--- config.mk ---
export PLATFORM = sky130hd
export DESIGN_NAME = utf8_latin_case_converter
export DESIGN_NICKNAME = d
export VERILOG_FILES = /design/src/rtl/core/ulcc_pkg.sv /design/src/rtl/core/ulcc_conv.sv /design/src/rtl/core/ulcc_outq.sv /design/src/rtl/core/utf8_latin_case_converter.sv
export SDC_FILE = /design/constraint.sdc
export NUM_CORES = 1
export LEC_CHECK = 0
export BUFFER_PORTS_ARGS = -buffer_cell sky130_fd_sc_hd__buf_2
export CAP_MARGIN = 20
export CORE_MARGIN = 2
export CORE_UTILIZATION = 62
export CTS_CLUSTER_SIZE = 10
export DETAILED_ROUTE_END_ITERATION = 10
export GPL_ROUTABILITY_DRIVEN = 0
export GPL_TIMING_DRIVEN = 0
export PLACE_DENSITY = 0.81
export SYNTH_ARGS = -nofsm -noshare
export SYNTH_HDL_FRONTEND = slang
export SYNTH_SLANG_ARGS = --single-unit
--- constraint.sdc ---
create_clock -name aclk -period 6.5 [get_ports aclk]
set_input_delay 0.325 -clock aclk [delete_from_list [all_inputs] [get_ports aclk]]
set_output_delay 0.325 -clock aclk [all_outputs]
set_load 0.01 [all_outputs]
--- src/rtl/core/ulcc_pkg.sv ---
`timescale 1ns / 1ps
// ----------------------------------------------------------------------------
// UTF-8 Latin case converter package
// Shared types, register indexes, reset values and codepoint case functions.
// ----------------------------------------------------------------------------
package ulcc_pkg;

    localparam int CFG_IDX_W  = 3;
    localparam int CFG_DATA_W = 64;
    localparam int BMAP_W     = 256;

    // Register indexes of the configuration port
    localparam logic [CFG_IDX_W-1:0] REG_CASE_MODE = 3'd0;
    localparam logic [CFG_IDX_W-1:0] REG_BMAP_0    = 3'd1;
    localparam logic [CFG_IDX_W-1:0] REG_BMAP_1    = 3'd2;
    localparam logic [CFG_IDX_W-1:0] REG_BMAP_2    = 3'd3;
    localparam logic [CFG_IDX_W-1:0] REG_BMAP_3    = 3'd4;

    // Tab, newline and space are word boundaries after reset
    localparam logic [CFG_DATA_W-1:0] BMAP_0_RESET = 64'h0000_0001_0000_0600;

    typedef enum logic [1:0] {
        MODE_UPPER = 2'd0,
        MODE_LOWER = 2'd1,
        MODE_CAPS  = 2'd2,
        MODE_PASS  = 2'd3
    } case_mode_t;

    typedef struct packed {
        logic       last;
        logic [7:0] data;
    } q_entry_t;

    typedef struct packed {
        logic [7:0] held_lead;
        logic       lead_pending;
        logic       word_start;
    } conv_state_t;

    typedef struct packed {
        logic [1:0] count;
        q_entry_t   first;
        q_entry_t   second;
    } conv_result_t;

    function automatic logic [10:0] to_upper_cp(input logic [10:0] cp);
        logic [10:0] r;
        r = cp;
        if (cp >= 11'h0E0 && cp <= 11'h0FE && cp != 11'h0F7) r = cp - 11'h020;
        else if (cp == 11'h0FF)                               r = 11'h178;
        else if (cp >= 11'h101 && cp <= 11'h12F && cp[0])     r = cp - 11'd1;
        else if (cp >= 11'h133 && cp <= 11'h137 && cp[0])     r = cp - 11'd1;
        else if (cp >= 11'h13A && cp <= 11'h148 && !cp[0])    r = cp - 11'd1;
        else if (cp >= 11'h14B && cp <= 11'h177 && cp[0])     r = cp - 11'd1;
        else if (cp >= 11'h17A && cp <= 11'h17E && !cp[0])    r = cp - 11'd1;
        return r;
    endfunction

    function automatic logic [10:0] to_lower_cp(input logic [10:0] cp);
        logic [10:0] r;
        r = cp;
        if (cp >= 11'h0C0 && cp <= 11'h0DE && cp != 11'h0D7) r = cp + 11'h020;
        else if (cp == 11'h178)                               r = 11'h0FF;
        else if (cp >= 11'h100 && cp <= 11'h12E && !cp[0])    r = cp + 11'd1;
        else if (cp >= 11'h132 && cp <= 11'h136 && !cp[0])    r = cp + 11'd1;
        else if (cp >= 11'h139 && cp <= 11'h147 && cp[0])     r = cp + 11'd1;
        else if (cp >= 11'h14A && cp <= 11'h176 && !cp[0])    r = cp + 11'd1;
        else if (cp >= 11'h179 && cp <= 11'h17D && cp[0])     r = cp + 11'd1;
        return r;
    endfunction

endpackage

--- src/rtl/core/ulcc_conv.sv ---
`timescale 1ns / 1ps
// ----------------------------------------------------------------------------
// Case conversion logic
// Maps one registered byte against the held lead and word state, giving up
// to two result items and the next state.
// ----------------------------------------------------------------------------
module ulcc_conv (
    input  logic [7:0]                  in_byte,
    input  logic                        in_last,
    input  ulcc_pkg::case_mode_t        case_mode,
    input  logic [ulcc_pkg::BMAP_W-1:0] bmap,
    input  ulcc_pkg::conv_state_t       state,
    output ulcc_pkg::conv_state_t       state_next,
    output ulcc_pkg::conv_result_t      result
);
    import ulcc_pkg::*;

    logic        pair_ok;
    logic [10:0] cp;
    logic [10:0] cp_up;
    logic [10:0] cp_lo;
    logic [10:0] cp_map;
    logic        is_lower;
    logic        is_upper;
    logic        is_bound;

    assign pair_ok  = (state.held_lead[7:5] == 3'b110) && (in_byte[7:6] == 2'b10);
    assign cp       = {state.held_lead[4:0], in_byte[5:0]};
    assign cp_up    = to_upper_cp(cp);
    assign cp_lo    = to_lower_cp(cp);
    assign is_lower = in_byte inside {[8'h61:8'h7A]};
    assign is_upper = in_byte inside {[8'h41:8'h5A]};
    assign is_bound = bmap[in_byte];

    always_comb begin
        state_next    = state;
        result.count  = 2'd0;
        result.first  = '{last: in_last, data: in_byte};
        result.second = '{last: in_last, data: in_byte};
        cp_map        = cp;

        if (state.lead_pending) begin
            case (case_mode)
                MODE_UPPER: cp_map = cp_up;
                MODE_LOWER: cp_map = cp_lo;
                MODE_CAPS: begin
                    if (pair_ok && cp_up != cp_lo) begin
                        if (state.word_start) begin
                            cp_map = cp_up;
                            state_next.word_start = 1'b0;
                        end else begin
                            cp_map = cp_lo;
                        end
                    end
                end
                default: cp_map = cp;
            endcase
            result.count       = 2'd2;
            result.first.last  = 1'b0;
            if (pair_ok) begin
                result.first.data  = {3'b110, cp_map[10:6]};
                result.second.data = {2'b10, cp_map[5:0]};
            end else begin
                result.first.data  = state.held_lead;
            end
            state_next.lead_pending = 1'b0;
            state_next.held_lead    = 8'h00;
        end else if (in_byte[7:6] == 2'b11) begin
            // A lead at frame end goes out alone; otherwise hold it
            if (in_last) begin
                result.count = 2'd1;
            end else begin
                state_next.held_lead    = in_byte;
                state_next.lead_pending = 1'b1;
            end
        end else begin
            result.count = 2'd1;
            case (case_mode)
                MODE_UPPER: if (is_lower) result.first.data = in_byte & 8'h5F;
                MODE_LOWER: if (is_upper) result.first.data = in_byte | 8'h60;
                MODE_CAPS: begin
                    if ((is_lower || is_upper) && state.word_start) begin
                        state_next.word_start = 1'b0;
                        result.first.data     = in_byte & 8'h5F;
                    end else if (is_upper) begin
                        result.first.data = in_byte | 8'h60;
                    end else if (is_bound) begin
                        state_next.word_start = 1'b1;
                    end
                end
                default: result.first.data = in_byte;
            endcase
        end

        if (in_last) begin
            state_next.held_lead    = 8'h00;
            state_next.lead_pending = 1'b0;
            state_next.word_start   = 1'b1;
        end
    end

endmodule

--- src/rtl/core/ulcc_outq.sv ---
`timescale 1ns / 1ps
// ----------------------------------------------------------------------------
// Result queue
// Three-entry shift queue taking up to two items per cycle if room; gives one.
// ----------------------------------------------------------------------------
module ulcc_outq (
    input  logic                   aclk,
    input  logic                   aresetn,
    input  logic                   push,
    input  ulcc_pkg::conv_result_t push_data,
    output logic                   space_ok,
    output logic                   m_tvalid,
    input  logic                   m_tready,
    output logic [7:0]             m_tdata,   // out_byte[7:0]
    output logic                   m_tlast
);
    import ulcc_pkg::*;

    q_entry_t   q_reg [3];
    q_entry_t   q_next [3];
    logic [1:0] count_reg;
    logic [1:0] count_next;
    logic [1:0] base;
    logic [1:0] n_push;
    logic       pop;

    assign m_tvalid = (count_reg != 2'd0);
    assign m_tdata  = q_reg[0].data;
    assign m_tlast  = q_reg[0].last;
    assign pop      = m_tvalid && m_tready;
    // Accept only what fits without counting on a pop this cycle
    assign space_ok = ({1'b0, count_reg} + {1'b0, push_data.count}) <= 3'd3;
    assign n_push   = push ? push_data.count : 2'd0;
    assign base     = count_reg - {1'b0, pop};

    always_comb begin
        q_next[0] = pop ? q_reg[1] : q_reg[0];
        q_next[1] = pop ? q_reg[2] : q_reg[1];
        q_next[2] = q_reg[2];
        if (n_push != 2'd0) begin
            case (base)
                2'd0: begin
                    q_next[0] = push_data.first;
                    q_next[1] = push_data.second;
                end
                2'd1: begin
                    q_next[1] = push_data.first;
                    q_next[2] = push_data.second;
                end
                default: q_next[2] = push_data.first;
            endcase
        end
        count_next = base + n_push;
    end

    always_ff @(posedge aclk) begin
        if (!aresetn) begin
            count_reg <= 2'd0;
        end else begin
            count_reg <= count_next;
        end
        q_reg <= q_next;
    end

endmodule

--- src/rtl/core/utf8_latin_case_converter.sv ---
`timescale 1ns / 1ps
// ----------------------------------------------------------------------------
// UTF-8 Latin case converter
// Streams UTF-8 bytes and converts letter case: upper, lower or capitalize.
// ----------------------------------------------------------------------------
// Usage:
//   s_ channel carries text bytes, s_tlast on the final byte of a frame.
//   m_ channel returns converted bytes in order; m_tlast marks frame end.
//   A lead byte (0xC0..0xFF) gives no output of its own; the byte after it
//   leaves as a two-byte pair. A lead byte with s_tlast leaves alone.
//   Configuration: cfg_wr_en writes cfg_wdata to register cfg_index
//   (0 case_mode, 1..4 boundary maps for bytes 0..255); write only when idle.
// Path: an accepted item passes the input register, then conversion into
//   the result queue, before it shows on m_tvalid.
// Throughput: one input item per cycle while s_tready is high; a pair leaves
//   as its lead and continuation bytes are taken, so a receiver that takes
//   an item every cycle never stalls the input.
// Reset (aresetn low, synchronous): queue empty, no lead held, word start
//   set, case_mode upper, tab/newline/space as word boundaries.
// Stall: the three-entry result queue holds what the receiver leaves;
//   s_tready drops while the waiting item's output would not fit in it.
// ----------------------------------------------------------------------------
module utf8_latin_case_converter (
    input  logic                            aclk,
    input  logic                            aresetn,
    input  logic                            s_tvalid,
    output logic                            s_tready,
    input  logic [7:0]                      s_tdata,   // in_byte[7:0]
    input  logic                            s_tlast,
    output logic                            m_tvalid,
    input  logic                            m_tready,
    output logic [7:0]                      m_tdata,   // out_byte[7:0]
    output logic                            m_tlast,
    input  logic                            cfg_wr_en,
    input  logic [ulcc_pkg::CFG_IDX_W-1:0]  cfg_index,
    input  logic [ulcc_pkg::CFG_DATA_W-1:0] cfg_wdata
);
    import ulcc_pkg::*;

    logic                             in_valid_reg;
    logic [7:0]                       in_byte_reg;
    logic                             in_last_reg;
    case_mode_t                       mode_reg;
    logic [3:0][CFG_DATA_W-1:0]       bmap_reg;
    conv_state_t                      state_reg;
    conv_state_t                      state_next;
    conv_result_t                     result;
    logic                             space_ok;
    logic                             proc;

    assign proc     = in_valid_reg && space_ok;
    assign s_tready = !in_valid_reg || proc;

    ulcc_conv u_conv (
        .in_byte    (in_byte_reg),
        .in_last    (in_last_reg),
        .case_mode  (mode_reg),
        .bmap       (bmap_reg),
        .state      (state_reg),
        .state_next (state_next),
        .result     (result)
    );

    ulcc_outq u_outq (
        .aclk      (aclk),
        .aresetn   (aresetn),
        .push      (proc),
        .push_data (result),
        .space_ok  (space_ok),
        .m_tvalid  (m_tvalid),
        .m_tready  (m_tready),
        .m_tdata   (m_tdata),
        .m_tlast   (m_tlast)
    );

    always_ff @(posedge aclk) begin
        if (!aresetn) begin
            in_valid_reg <= 1'b0;
            state_reg    <= '{held_lead: 8'h00, lead_pending: 1'b0, word_start: 1'b1};
            mode_reg     <= MODE_UPPER;
            bmap_reg     <= {{3{64'h0}}, BMAP_0_RESET};
        end else begin
            if (s_tvalid && s_tready) begin
                in_valid_reg <= 1'b1;
            end else if (proc) begin
                in_valid_reg <= 1'b0;
            end
            if (proc) begin
                state_reg <= state_next;
            end
            if (cfg_wr_en) begin
                case (cfg_index)
                    REG_CASE_MODE: mode_reg    <= case_mode_t'(cfg_wdata[1:0]);
                    REG_BMAP_0:    bmap_reg[0] <= cfg_wdata;
                    REG_BMAP_1:    bmap_reg[1] <= cfg_wdata;
                    REG_BMAP_2:    bmap_reg[2] <= cfg_wdata;
                    REG_BMAP_3:    bmap_reg[3] <= cfg_wdata;
                    default:       ;
                endcase
            end
        end
        if (s_tvalid && s_tready) begin
            in_byte_reg <= s_tdata;
            in_last_reg <= s_tlast;
        end
    end

endmodule

==> run metrics <==
die area=26900 µm²; CTS buffer count=37; Synthesis Warnings=0; Setup Fix Bufs, Post-CTS=0; Final WS setup=330 ps; Max FO, Critical Path=10; Netlist Area Pre-Place=15900 µm²; # IOs=92; relative slew slack=24.2%; Yosys reg bits=306; count leader, synth=nand2_1; worst-skew pair later-pin latency=530 ps; cells on worst reg2reg path=16; Core ar.=25200 µm²; register share of total power=42.8%; Switch Pwr=0.00135 W; Ant. Diodes=0; final hold vios=0; sequential cell area=6310 µm²; DRC Markers=0; DR pass1 iterations=6; Final TNS setup=0 ps; WHS Path Cells=3; Yosys cell types=94; Root Buffer=clkbuf_16; run status=completed; cell count after synthesis=1815; Main synth FF type=dfxtp_1; min Tclk post-route=6170 ps; critical path class=register to register; drt wl/cell=20.8 µm; clock sinks=306; final instance area=17900 µm²; cell taking the most area after synthesis=dfxtp_1; critical path endpoint category=register; initial core utilization=63.0%; Post-synth ARST share=0%; max-slew violation count=0; Worst-Margin Slew=1140 ps; clk buf depth=3; Die W=164 µm; placed cell areas=16700 µm²; Clk pwr share=39.6%; Synth Area per Inst=8.74 µm²; Cell Pwr Density=273 nW/µm²; Overall Global Routing Usage=35.7%; initial antenna violation count=0; Antenna Violating Nets Remaining=0; share of cells above drive strength 1=13.6%; Yosys top cell area share=36.3%; fill count=1918; net count after synthesis=1909; synth-to-layout area growth=12.9%; Final Skew=15.2 ps; # Max-Cap Violations=0; Power, Total=0.00488 W; HPWL Detailed=33800 µm; Die Y=164 µm; crit start category=register; CP Data Required Time=6780 ps; count of final setup violators=0; I/O Buffers=89; LEAKAGE=6.23 nW; CTS tree=done; H-tree depth=2; GRT overflow=0; unrepaired setup endpoints after global routing=no; Arr. time, crit path=6450 ps; vias=14700; nets=2047; Iter 0 DRT Violations=1882; Core Rows=58; Worst VDD drop=0.264 mV; HP Class=input pin to register; Pint=0.00353 W; Logic pwr share=17.6%; dpl cells=2235; footprint of the multi-input gates=8860 µm²; Place WS=651 ps; post-DR vias/cell=6.41; Synth area leaders=dfxtp_1 36%, nand2_1 14%, a21boi_0 12%; first-pass GRT wire length=75000 µm; period utilisation layout=94.9%; EDFF count, synth=18; vias in the first global route=14100; f_max=162 MHz; Largest register FFs=256; Clock transition at path regs=60 ps; largest net degree at the start of global routing=13; most frequent cells after synthesis=586 x nand2_1, 288 x dfxtp_1, 254 x a21boi_0; switch share=27.7%; Non-Filler Instances=2294; Routed WL=47600 µm; sequential area share after synthesis=39.8%
power by group through the flow:
stage / combinational (W) / clock [W] / sequential, W
after floorplan: 0.000579 / 0 / 0.00211
final: 0.000858 / 0.00193 / 0.00209
after global placement: 0.000814 / 0 / 0.00212
after global routing: 0.000938 / 0.00201 / 0.00210
after CTS: 0.000844 / 0.00193 / 0.00209
after detailed placement: 0.000833 / 0 / 0.00213
path summary, 6_finish.rpt:
check / slack [ps] / from / endpoint
max: 330 / in_byte_reg[1] / u_outq.q_reg[3]
min: 60 / s_tvalid / in_valid_reg
max reg2reg: 330 / in_byte_reg[1] / u_outq.q_reg[3]
min reg2reg: 460 / bmap_reg[79] / bmap_reg[79]
cells in the final DEF (no fill, tap or decap), types with 5 or more instances in the layout:
cell / synthesis / layout
a21oi_1: 26 / 26
nand2_1: 586 / 586
a211oi_1: 12 / 12
clkbuf_1: 113 / 119
edfxtp_1: 18 / 18
inv_1: 12 / 12
ha_1: 12 / 12
or3_1: 9 / 9
o21a_1: 5 / 5
o22ai_1: 9 / 9
dlygate4sd3_1: 0 / 9
and4_1: 7 / 7
mux2i_1: 13 / 13
and3_1: 13 / 13
a21o_1: 6 / 6
xnor2_1: 10 / 10
nor2_1: 57 / 57
o31ai_1: 6 / 6
buf_2: 14 / 104
a21boi_0: 254 / 254
mux4_2: 80 / 80
and2_1: 10 / 10
a31oi_1: 19 / 19
dfxtp_1: 288 / 288
nand4_1: 9 / 9
nand3_1: 17 / 17
xor2_1: 5 / 5
clkbuf_16: 0 / 38
a22oi_1: 7 / 7
nand2b_1: 7 / 7
buf_1: 14 / 14
nor2b_1: 13 / 13
o21ai_0: 32 / 32
mux2_2: 7 / 7
buf_4: 9 / 9
nor3_1: 17 / 17
o211ai_1: 8 / 8
critical path, stage by stage (launching register included):
cell and delay, ps:
edfxtp_1 520, clkbuf_1 750, clkbuf_1 610, clkbuf_1 670
inv_1 220, ha_1 300, or3b_2 220, o22ai_1 70
a21oi_1 460, o2111ai_2 350, and4_1 320, o22ai_1 310
xnor2_1 200, and3_1 270, a21oi_1 80, a311o_1 380
o22a_1 190
per-layer routing:
layer,part of all wire (%),global-route usage (%)
met1,38,45.8
met2,47,59.0
met3,10,6.79
met4,4.8,16.0
met5,0,0
through the flow:
stage	util [%]	hold WS [ps]
floorplan	-	424
finish	71.1	61.7
global placement	66.4	446
detailed placement	66.4	453
CTS	71.1	51.3
global route	71.1	67.9
cell families after synthesis:
group | after synthesis | share of synthesized area, %
and+or+nand+nor | 779 | 21.1
muxes | 100 | 12.7
xor gates and xnor gates | 15 | 0.828
adders and majority gates | 14 | 1.14
buffers and inverters | 167 | 4.37
DFF | 306 | 39.8
AOI/OAI and AO/OA | 434 | 20.2
layout make-up:
class / instances / share of cell area, %
multi-input combinational: 1342 / 49.5
clock buffer: 46 / 5.59
buffer: 152 / 3.56
clock inverter: 4 / 0.538
inverter: 15 / 0.314
timing repair buffer: 99 / 3.02
sequential: 306 / 35.2
tap: 330 / 2.31
what timing repair did:
| item | CTS | global route |
|---|---|---|
| hold buffers | 9 | 0 |
| gates resized for setup | 0 | 0 |
| endpoints found under the hold margin | 9 | 0 |
Note: power is estimated with default switching activity, not from simulation.
